[src/rtl/pira_pkg.sv]
// Shared types and codes for the positional insert/remove list.
`default_nettype none
package pira_pkg;

	localparam logic [1:0] ACT_INSERT   = 2'd0;
	localparam logic [1:0] ACT_REMOVE   = 2'd1;
	localparam logic [1:0] ACT_TRAVERSE = 2'd2;
	localparam logic [1:0] ACT_UNUSED   = 2'd3;

	localparam logic [1:0] ST_DONE    = 2'd0;
	localparam logic [1:0] ST_IGNORED = 2'd1;
	localparam logic [1:0] ST_FULL    = 2'd2;
	localparam logic [1:0] ST_EMPTY   = 2'd3;

	typedef struct packed {
		logic [1:0]         action;
		logic signed [15:0] position;
		logic [31:0]        element_in;
	} cmd_t;

	typedef struct packed {
		logic [31:0] element_out;
		logic [5:0]  slot_index;
		logic [6:0]  count_after;
		logic [1:0]  status;
		logic        last;
	} result_t;

endpackage
`default_nettype wire

[src/rtl/positional_insert_remove_array.sv]
// Top level: command decode and shift sequencer around the element store.
//
// Ordered list of up to CAPACITY elements held in a single-port-write,
// single-port-read memory. A command is taken when start is high and busy is
// low; busy stays high until the command has finished. Zero elements,
// refused inserts, invalid removes, empty traverses and the unused action
// code give their single result in the cycle after the transfer. An insert
// at position k into a list of n entries moves n-k entries up, one per cycle
// through the memory's read and write ports, and then reports its result; a
// remove at k moves n-k-1 entries down and then reports. A traverse streams
// its n results one per cycle, the last one flagged. Every result is shown
// on result for one cycle with strobe high and must be taken then: there is
// no back-pressure. The store is not cleared at reset; only entries below
// the count are ever read.
`default_nettype none
module positional_insert_remove_array
	import pira_pkg::*;
#(
	parameter int CAPACITY     = 64,
	parameter int ELEMENT_BITS = 32
) (
	input  wire logic    clk,
	input  wire logic    arst_n,
	input  wire logic    start,
	input  wire cmd_t    cmd,
	output logic         busy,
	output logic         strobe,
	output result_t      result
);

	localparam int AW = $clog2(CAPACITY);
	localparam int CW = $clog2(CAPACITY + 1);
	localparam int EW = (ELEMENT_BITS < 32) ? ELEMENT_BITS : 32;

	typedef enum logic {S_IDLE, S_SHIFT} state_t;

	state_t        state_q;
	logic [1:0]    mode_q;
	logic [CW-1:0] count_q;
	logic [AW-1:0] ptr_q;
	logic [AW-1:0] end_q;
	logic [AW-1:0] wa_q;
	logic [AW-1:0] at_q;
	logic [EW-1:0] elem_q;
	logic          more_q;
	logic          live_q;
	logic          strobe_q;
	result_t       result_q;

	logic          accept;
	logic [EW-1:0] elem;
	logic          pos_neg;
	logic [15:0]   pos_u;
	logic [15:0]   count16;
	logic          append;
	logic [15:0]   ins_at16;
	logic [AW-1:0] ins_at;
	logic [AW-1:0] rem_at;
	logic          rem_ok;
	logic          mem_we;
	logic [AW-1:0] mem_waddr;
	logic [EW-1:0] mem_wdata;
	logic          mem_re;
	logic [EW-1:0] mem_rdata;
	logic [AW-1:0] wa_next;
	logic [AW-1:0] ptr_next;
	logic          trav_last;
	logic          imm_done;
	logic [1:0]    imm_status;
	logic          strobe_d;

	assign accept   = start && (state_q == S_IDLE);
	assign elem     = cmd.element_in[EW-1:0];
	assign pos_neg  = cmd.position[15];
	assign pos_u    = {1'b0, cmd.position[14:0]};
	assign count16  = 16'(count_q);
	assign append   = pos_neg || (pos_u > count16);
	assign ins_at16 = append ? count16 : pos_u;
	assign ins_at   = ins_at16[AW-1:0];
	assign rem_ok   = !pos_neg && (pos_u < count16);
	assign rem_at   = pos_u[AW-1:0];

	// Commands that finish on the transfer and the status they report.
	always_comb begin
		imm_done   = 1'b1;
		imm_status = ST_IGNORED;
		unique case (cmd.action)
			ACT_INSERT: begin
				if (elem == '0) begin
					imm_status = ST_IGNORED;
				end else if (count_q == CW'(CAPACITY)) begin
					imm_status = ST_FULL;
				end else begin
					imm_done = 1'b0;
				end
			end
			ACT_REMOVE: begin
				imm_done = !rem_ok;
			end
			ACT_TRAVERSE: begin
				if (count_q == '0) begin
					imm_status = ST_EMPTY;
				end else begin
					imm_done = 1'b0;
				end
			end
			default: begin
				imm_done = 1'b1;
			end
		endcase
	end

	// Insert walks down (read i, write i+1); remove and traverse walk up.
	always_comb begin
		wa_next  = ptr_q;
		ptr_next = ptr_q + AW'(1);
		if (mode_q == ACT_INSERT) begin
			wa_next  = ptr_q + AW'(1);
			ptr_next = ptr_q - AW'(1);
		end else if (mode_q == ACT_REMOVE) begin
			wa_next = ptr_q - AW'(1);
		end
	end

	assign mem_re    = (state_q == S_SHIFT) && more_q;
	assign mem_we    = (state_q == S_SHIFT) &&
		((live_q && (mode_q != ACT_TRAVERSE)) ||
		 (!live_q && !more_q && (mode_q == ACT_INSERT)));
	assign mem_waddr = live_q ? wa_q : at_q;
	assign mem_wdata = live_q ? mem_rdata : elem_q;
	assign trav_last = ((CW'(wa_q) + CW'(1)) == count_q);

	assign strobe_d  = (accept && imm_done) ||
		((state_q == S_SHIFT) && live_q && (mode_q == ACT_TRAVERSE)) ||
		((state_q == S_SHIFT) && !live_q && !more_q &&
		 ((mode_q == ACT_INSERT) || (mode_q == ACT_REMOVE)));

	pira_mem #(
		.DEPTH(CAPACITY),
		.WIDTH(EW)
	) u_mem (
		.clk   (clk),
		.we    (mem_we),
		.waddr (mem_waddr),
		.wdata (mem_wdata),
		.re    (mem_re),
		.raddr (ptr_q),
		.rdata (mem_rdata)
	);

	always_ff @(posedge clk or negedge arst_n) begin
		if (!arst_n) begin
			state_q  <= S_IDLE;
			mode_q   <= ACT_INSERT;
			count_q  <= '0;
			ptr_q    <= '0;
			end_q    <= '0;
			wa_q     <= '0;
			at_q     <= '0;
			elem_q   <= '0;
			more_q   <= 1'b0;
			live_q   <= 1'b0;
			strobe_q <= 1'b0;
			result_q <= '0;
		end else begin
			strobe_q <= strobe_d;
			unique case (state_q)
				S_IDLE: begin
					if (accept) begin
						mode_q   <= cmd.action;
						elem_q   <= elem;
						live_q   <= 1'b0;
						result_q <= '{element_out: '0, slot_index: '0,
							count_after: 7'(count_q), status: imm_status, last: 1'b1};
						if (!imm_done) begin
							state_q <= S_SHIFT;
							unique case (cmd.action)
								ACT_INSERT: begin
									at_q   <= ins_at;
									ptr_q  <= AW'(count_q - CW'(1));
									end_q  <= ins_at;
									more_q <= (CW'(ins_at) != count_q);
								end
								ACT_REMOVE: begin
									at_q   <= rem_at;
									ptr_q  <= rem_at + AW'(1);
									end_q  <= AW'(count_q - CW'(1));
									more_q <= ((CW'(rem_at) + CW'(1)) != count_q);
								end
								ACT_TRAVERSE: begin
									ptr_q  <= '0;
									end_q  <= AW'(count_q - CW'(1));
									more_q <= 1'b1;
								end
								default: begin
									more_q <= 1'b0;
								end
							endcase
						end
					end
				end
				S_SHIFT: begin
					// Issue the next read while the previous word lands.
					if (more_q) begin
						wa_q   <= wa_next;
						ptr_q  <= ptr_next;
						more_q <= (ptr_q != end_q);
						live_q <= 1'b1;
					end else begin
						live_q <= 1'b0;
					end
					if (live_q && (mode_q == ACT_TRAVERSE)) begin
						result_q <= '{element_out: 32'(mem_rdata), slot_index: 6'(wa_q),
							count_after: 7'(count_q), status: ST_DONE, last: trav_last};
					end
					if (!live_q && !more_q) begin
						state_q <= S_IDLE;
						if (mode_q == ACT_INSERT) begin
							count_q  <= count_q + CW'(1);
							result_q <= '{element_out: '0, slot_index: 6'(at_q),
								count_after: 7'(count_q + CW'(1)), status: ST_DONE,
								last: 1'b1};
						end else if (mode_q == ACT_REMOVE) begin
							count_q  <= count_q - CW'(1);
							result_q <= '{element_out: '0, slot_index: 6'(at_q),
								count_after: 7'(count_q - CW'(1)), status: ST_DONE,
								last: 1'b1};
						end
					end
				end
				default: state_q <= S_IDLE;
			endcase
		end
	end

	assign busy   = (state_q != S_IDLE);
	assign strobe = strobe_q;
	assign result = result_q;

	// A traverse streams its results without gaps up to the last one.
	a_stream_gapless: assert property (@(posedge clk) disable iff (!arst_n)
		(strobe && !result.last) |=> strobe)
		else $error("traverse stream broke before last");

	a_count_bound: assert property (@(posedge clk) disable iff (!arst_n)
		count_q <= CW'(CAPACITY))
		else $error("stored count above capacity");

	a_count_reported: assert property (@(posedge clk) disable iff (!arst_n)
		strobe |-> (result.count_after == 7'(count_q)))
		else $error("reported count differs from stored count");

	a_no_spurious: assert property (@(posedge clk) disable iff (!arst_n)
		(state_q == S_IDLE && !start) |=> !strobe)
		else $error("result without a command");

	a_no_write_traverse: assert property (@(posedge clk) disable iff (!arst_n)
		(state_q == S_SHIFT && mode_q == ACT_TRAVERSE) |-> !mem_we)
		else $error("store written during traverse");

endmodule
`default_nettype wire

[src/rtl/pira_mem.sv]
// Element store: one write port, one read port with registered read data.
`default_nettype none
module pira_mem #(
	parameter int DEPTH = 64,
	parameter int WIDTH = 32
) (
	input  wire logic                     clk,
	input  wire logic                     we,
	input  wire logic [$clog2(DEPTH)-1:0] waddr,
	input  wire logic [WIDTH-1:0]         wdata,
	input  wire logic                     re,
	input  wire logic [$clog2(DEPTH)-1:0] raddr,
	output logic      [WIDTH-1:0]         rdata
);

	logic [WIDTH-1:0] mem_q [DEPTH];
	logic [WIDTH-1:0] rdata_q;

	always_ff @(posedge clk) begin
		if (we) begin
			mem_q[waddr] <= wdata;
		end
		if (re) begin
			rdata_q <= mem_q[raddr];
		end
	end

	assign rdata = rdata_q;

endmodule
`default_nettype wire
[config.mk]
export PLATFORM = sky130hd
export DESIGN_NAME = positional_insert_remove_array
export DESIGN_NICKNAME = d
export VERILOG_FILES = /design/src/rtl/pira_pkg.sv /design/src/rtl/positional_insert_remove_array.sv /design/src/rtl/pira_mem.sv
export SDC_FILE = /design/constraint.sdc
export NUM_CORES = 2
export LEC_CHECK = 0
export BUFFER_PORTS_ARGS = -buffer_cell sky130_fd_sc_hd__buf_4
export CORE_MARGIN = 3
export CORE_UTILIZATION = 45
export DETAILED_ROUTE_END_ITERATION = 16
export PLACE_DENSITY = 0.7
export SLEW_MARGIN = 0
export SYNTH_ARGS = -nofsm -noshare
export SYNTH_HDL_FRONTEND = slang
export SYNTH_SLANG_ARGS = --single-unit
[constraint.sdc]
create_clock -name clk -period 3.9 [get_ports clk]
set_clock_uncertainty 0.05 [all_clocks]
set_input_delay 0.39 -clock clk [delete_from_list [all_inputs] [get_ports clk]]
set_output_delay 0.39 -clock clk [all_outputs]
set_load 0.1 [all_outputs]
* Yosys cells after proc, flatten, opt, wreduce, memory -nomap -nowiden
Memories as Yosys holds them, arrays and structs flattened. A register that Yosys moved wholly into a read port is not among the register bits. Cells that the tools add are included. Widths: inputs -> output; s select.
Storage, ports and cells: bits in registers 117, RAM bits 2048, input bits 53, word-level logic and storage cells 123, memories 1
Memory list:
- u_mem.mem_q | words 64, width 32, read ports 1, clocked after Yosys merged registers in 1, write ports 1, line pira_mem.sv:16 | logic [WIDTH-1:0] mem_q [DEPTH];
Cells by class: $add $sub $neg 7, order comparisons 2, equal/unequal tests 14, muxes and demuxes 43, bitwise logic cells 2, reduce and logical (&&, ||, !) cells 38
Operators with widths (count):
- $mux 48 | 5
- $pmux 48 s2 | 1
- $mux 6 | 8
- $pmux 6 s2 | 3
- $logic_not 32->1 | 1
- $mux 32 | 1
- $pmux 6 s3 | 1
- $gt 15x7->1 | 1
- $lt 15x7->1 | 1
- $add 6x1->7 const B | 2
- $logic_and 1x1->1 | 14
- $mux 7 | 2
- $mux 1 | 13
- $add 6x1->6 const B | 2
- $reduce_and 4->1 | 3
- $add 7x1->7 const B | 1
- $eq 7x7->1 | 1
- $eq 7x7->1 const B | 1
- $logic_not 7->1 | 1
- $ne 6x7->1 | 1
- $ne 7x7->1 | 1
- $sub 7x1->7 const B | 1
- $mux 2 | 3
- $ne 2x2->1 const B | 3
- 17 further kinds | 35

* Depth between registers and ports, before layout
depth after elaboration 8, gate-level depth with buffers 10

* Hierarchy
A second synthesis with hierarchy kept.
Unflattened totals: cell total of the unflattened synthesis 3979, area total of the unflattened synthesis 85595.8 µm²
Modules (own cells, without submodules):
- pira_mem | times used 1, cells each 3324, area each 78835.6 µm²
- positional_insert_remove_array | times used 1, cells each 655, area each 6760.2 µm²

* Least setup slack after synthesis
OpenSTA, ideal clock, no wires.
path kind register to register, start register state_q, in the netlist busy, end memory u_mem.mem_q[16][0] (enable), library setup time 0.421 ns, arrival time 3.237 ns, required time 3.429 ns, setup slack 0.192 ns, cell stages (with the launch flop) 6, path buffers 1, cell sequence dfrtp_1 > clkbuf_1 > o221ai_1 > nor2_1 > nand2_1 > nor2_1
On the way: longest elaborated chain between the ends 3
Ends and longest elaborated chain:
- start: declaration | line positional_insert_remove_array.sv:37 | state_t state_q;
- start signal: assignment | line positional_insert_remove_array.sv:153 | state_q <= S_IDLE;
- start signal: assignment | line positional_insert_remove_array.sv:176 | state_q <= S_SHIFT;
- start signal: assignment | line positional_insert_remove_array.sv:217 | state_q <= S_IDLE;
- $logic_and 1x1->1 | line positional_insert_remove_array.sv:126 | assign mem_we = (state_q == S_SHIFT) &&
- $mux 1 | line pira_mem.sv:20 | if (we) begin
- $mux 1 (implied by the code) | line pira_mem.sv:21 | mem_q[waddr] <= wdata;
- end: declaration | line pira_mem.sv:16
No other way between the ends.

* Worst setup path after layout
start register count_q[0], end register at_q[1]
On the way: longest elaborated chain between the ends 6, elaborated cells on any way between the ends 15
Ends and longest elaborated chain:
- start: declaration | line positional_insert_remove_array.sv:39 | logic [CW-1:0] count_q;
- start signal: assignment | line positional_insert_remove_array.sv:219 | count_q <= count_q + CW'(1);
- start signal: assignment | line positional_insert_remove_array.sv:224 | count_q <= count_q - CW'(1);
- $lt 15x7->1 / $eq 7x7->1 (equally long branches) | line positional_insert_remove_array.sv:80, positional_insert_remove_array.sv:91
- $logic_and 1x1->1 / $mux 1 (equally long branches) | line positional_insert_remove_array.sv:80, positional_insert_remove_array.sv:91
- $logic_not 1->1 / $mux 1 (equally long branches) | line positional_insert_remove_array.sv:98, positional_insert_remove_array.sv:89
- $pmux 1 s3 | line positional_insert_remove_array.sv:87 | unique case (cmd.action)
- $not 1->1 (no source line)
- $reduce_and 4->1 (no source line)
- end signal: assignment | line positional_insert_remove_array.sv:179 | at_q <= ins_at;
- end signal: assignment | line positional_insert_remove_array.sv:185 | at_q <= rem_at;
- end: declaration | line positional_insert_remove_array.sv:43 | logic [AW-1:0] at_q;
Several ways; a longest one is shown, not always the timed one. A chain may end at the register's enable or synchronous reset.

==> metrics.txt <==
Core Util, Final 0.5229; GRT overflow 0; CTS sink count between 2000 and 2500; DR WL met3 between 20000 and 25000 µm; Post-Layout Inst Area slightly below 0.1 mm²; fmax approximately 310 MHz; Vias 42020; Worst Path Required between 4000 and 5000 ps; total placed cells including tap cells 6350; async set-reset flop share out of synthesis 0.05325; final setup margin 667.9 ps; DP HPWL approximately 120000 µm; dpl cell area a little over 0.09 mm²; final max-slew violation count 0; cells after synthesis around 3800; chip height 442.3 µm; Worst VDD drop 0.0007161 V; met1 wire length around 83000 µm; PD cells roughly 800 mW/mm²; Yosys reg bits 2197; Multi-input gate area 0.01972 mm²; design internal power 53.20 mW; Routed Antenna Nets 0; number of fill cells 14010; Slew headroom 0.1610; clock-pin slew on the worst setup and hold paths about 70 ps; reg2reg setup slack roughly 670 ps; Clock power frac 0.245; initial antenna violation count 12; r2r startpoint count_q[0]$_DFFE_PN0P_; die area ~0.20 mm²; Logic pwr share 0.324; num rows between 150 and 200; status finished, final reports clean; CTS tree done; worst slew pin tran between 1000 and 1500 ps; sequential cell fraction of total power 0.431; Post-CTS Setup Bufs 0; H-tree lvl count 4; share of cells above drive strength 1 0.3198; Leak 31.42 nW; synthesized cell area about 0.086 mm²; min cycle time layout about 3200 ps; worst-skew pair later-pin latency between 800 and 900 ps; routability cong. approximately 0.89; Setup WS pre-CTS between 600 and 700 ps; Nets around 4200; crit path from count_q[0]$_DFFE_PN0P_; Critical Path AT around 3900 ps; IO Pins 103; R2R depth 7; CTS max path bufs 3; main flop type after synthesis edfxtp_1; final cell count without fillers between 6000 and 7000; via/cell ratio 6.206; pin count of the biggest net entering global routing 82; starting density of the core 0.4546; IO buf count between 100 and 150; first-pass GRT wire length 309100 µm; post-synthesis sequential area ratio 0.7634; synth unique cells 76; Iter 0 DRT Violations 5642; RSZ-0062 raised after global routing no; post-cts resize count 0; Post-route DRC 0; Hold Violations, Final 0; Die Wd 442.3 µm; synthesis-to-finish area growth 15.02%; max-cap violations 0; Post-synth EDFFs roughly 2100; TNS Setup 0 ps; Synth warnings 0; total iterations of the first detailed-routing run 5; critical path class reg2reg; TritonCTS Buffers around 200; switch share 0.3271; met2 wire len roughly 100000 µm; Synth Net Count ~3800; syn avg cell area between 20 and 25 µm²; Total GRT Usage 0.2189; FF-to-FF End at_q[1]$_DFFE_PN0P_; vias in the first global route between 40000 and 50000; Register Area 0.06541 mm²; crit end category flop; DR WL/cell 31.68 µm; final setup vio count 0; CTS Root Cell clkbuf_16; Crit Path Max Fanout 12; Switching Power between 20 and 30 mW; Startpoint Class flop; core box area 0.1884 mm²; worst min path class in2async; final wirelength roughly 210000 µm; crit share post-route 0.8288; DR top layer met5
-- cell families after synthesis --
kind of cell             Yosys count  synth area share
multiplexers                     729            0.1841
AO/OA/AOI/OAI                    174           0.01436
adder cells (fa/ha/maj)           18          0.002629
flip-flops                      2197            0.7634
buffers and inverters            240           0.01223
XOR/XNOR                          40          0.004090
AND/OR/NAND/NOR                  379           0.01921
-- worst max path at each step --
stage | endpoint | slack (ps) | cells past startpoint
floorplan | u_mem.mem_q[16][0]$_DFFE_PP_ | 190 | 5
global placement | u_mem.rdata[8]$_DFFE_PP_ | 680 | 5
detailed placement | u_mem.rdata[4]$_DFFE_PP_ | 700 | 5
CTS | u_mem.rdata[6]$_DFFE_PP_ | 680 | 5
global route | at_q[0]$_DFFE_PN0P_ | 570 | 7
finish | at_q[1]$_DFFE_PN0P_ | 670 | 7
-- cell type report --
type | instances | share of cell area
flip-flops and latches | 2197 | 0.6639
diodes | 2 | 0.00005080
multi-input cells | 1340 | 0.2002
inverters | 31 | 0.001181
repair buffers | 329 | 0.03684
well taps | 2495 | 0.03169
clock inverters | 119 | 0.01101
clock buffers | 258 | 0.05516
-- stage by stage --
| step | power (mW) | hold WS, ps |
|---|---|---|
| 6_report | 79.05 | 136.4 |
| 4_1_cts | 79.30 | 126.0 |
| 3_3_place_gp | 59.39 | 407.1 |
| 3_5_place_dp | 59.98 | 412.9 |
| 5_1_grt | 81.92 | 194.8 |
| 2_1_floorplan | 50.32 | 44.41 |
-- synth_stat cells, drive strengths merged, types with 6 or more instances --
master  instances  area share
nor3           16     0.00093
ha             18      0.0026
edfxtp       2080        0.73
nand2b         11     0.00080
a21oi          38      0.0023
buf            84      0.0054
mux4          672        0.18
a211oi         10      0.0010
o22ai           8     0.00058
nand4          10     0.00073
o21ai          33      0.0020
o211ai          7     0.00067
xor2           11      0.0011
mux2i          17      0.0020
a222oi          6     0.00070
nor2b           6     0.00044
nor2           97      0.0043
o31ai           9     0.00079
inv            30      0.0013
and3            6     0.00045
dfrtp         117       0.034
nor4           13      0.0011
nand3          21      0.0012
clkbuf        125      0.0055
mux2           40      0.0054
xnor2          29      0.0030
a22o           18      0.0018
nand2         186      0.0082
-- per-layer routing --
metal / up-vias / track usage
li1: 16600 / -
met1: 22670 / 0.3087
met2: 2419 / 0.3495
met3: 333 / 0.04249
met4: 4 / 0.06704
met5: - / 0
-- sequential cells by signal, summed over array words and instances, names as in the netlist --
register,count
u_mem.mem_q,2048
ptr_q,6
live_q,1
wa_q,6
strobe,1
more_q,1
at_q,6
u_mem.rdata,32
result,48
mode_q,2
busy,1
end_q,6
elem_q,32
count_q,7
-- critical path: stages (launching register included) --
cell      delay, ps
dfrtp_1         740
inv_1           260
ha_1            280
nand4_1         180
o21bai_1        160
or3_1           540
a211oi_4        550
mux2_4          350
-- placed cells by master, fill, tap and decap left out, types with 6 or more instances in the layout --
cell type,instances
a211oi_1,9
a21oi_1,37
a222oi_1,6
a22o_1,18
buf_12,84
buf_4,202
bufinv_16,15
clkbuf_1,47
clkbuf_16,209
clkinv_1,49
clkinv_2,37
clkinvlp_4,7
dfrtp_1,110
dlygate4sd3_1,42
edfxtp_1,2080
ha_1,18
inv_1,24
inv_2,6
mux2_2,33
mux2i_1,17
mux4_2,672
nand2_1,186
nand2b_1,11
nand3_1,21
nand4_1,10
nor2_1,32
nor2_4,65
nor3_1,16
nor4_1,12
o211ai_1,6
o21ai_0,14
o21ai_1,17
o22ai_1,8
o31ai_1,9
xnor2_1,29
xor2_1,11
-- power groups by stage --
stage | Sequential (mW) | Clock [mW] | Combinational [mW]
after CTS | 34.0 | 19.7 | 25.6
after global placement | 34.4 | 0 | 25.0
after detailed placement | 34.5 | 0 | 25.5
after global routing | 34.1 | 20.6 | 27.2
after floorplan | 34.3 | 0 | 16.0
final | 34.0 | 19.4 | 25.6
-- timing repair --
| action | 4_1_cts | 5_1_grt |
|---|---|---|
| endpoints found under the hold margin | 128 | 0 |
| hold buffers | 42 | 0 |
| setup endpoints to repair | 0 | 0 |
(Power assumes the default switching activity.)
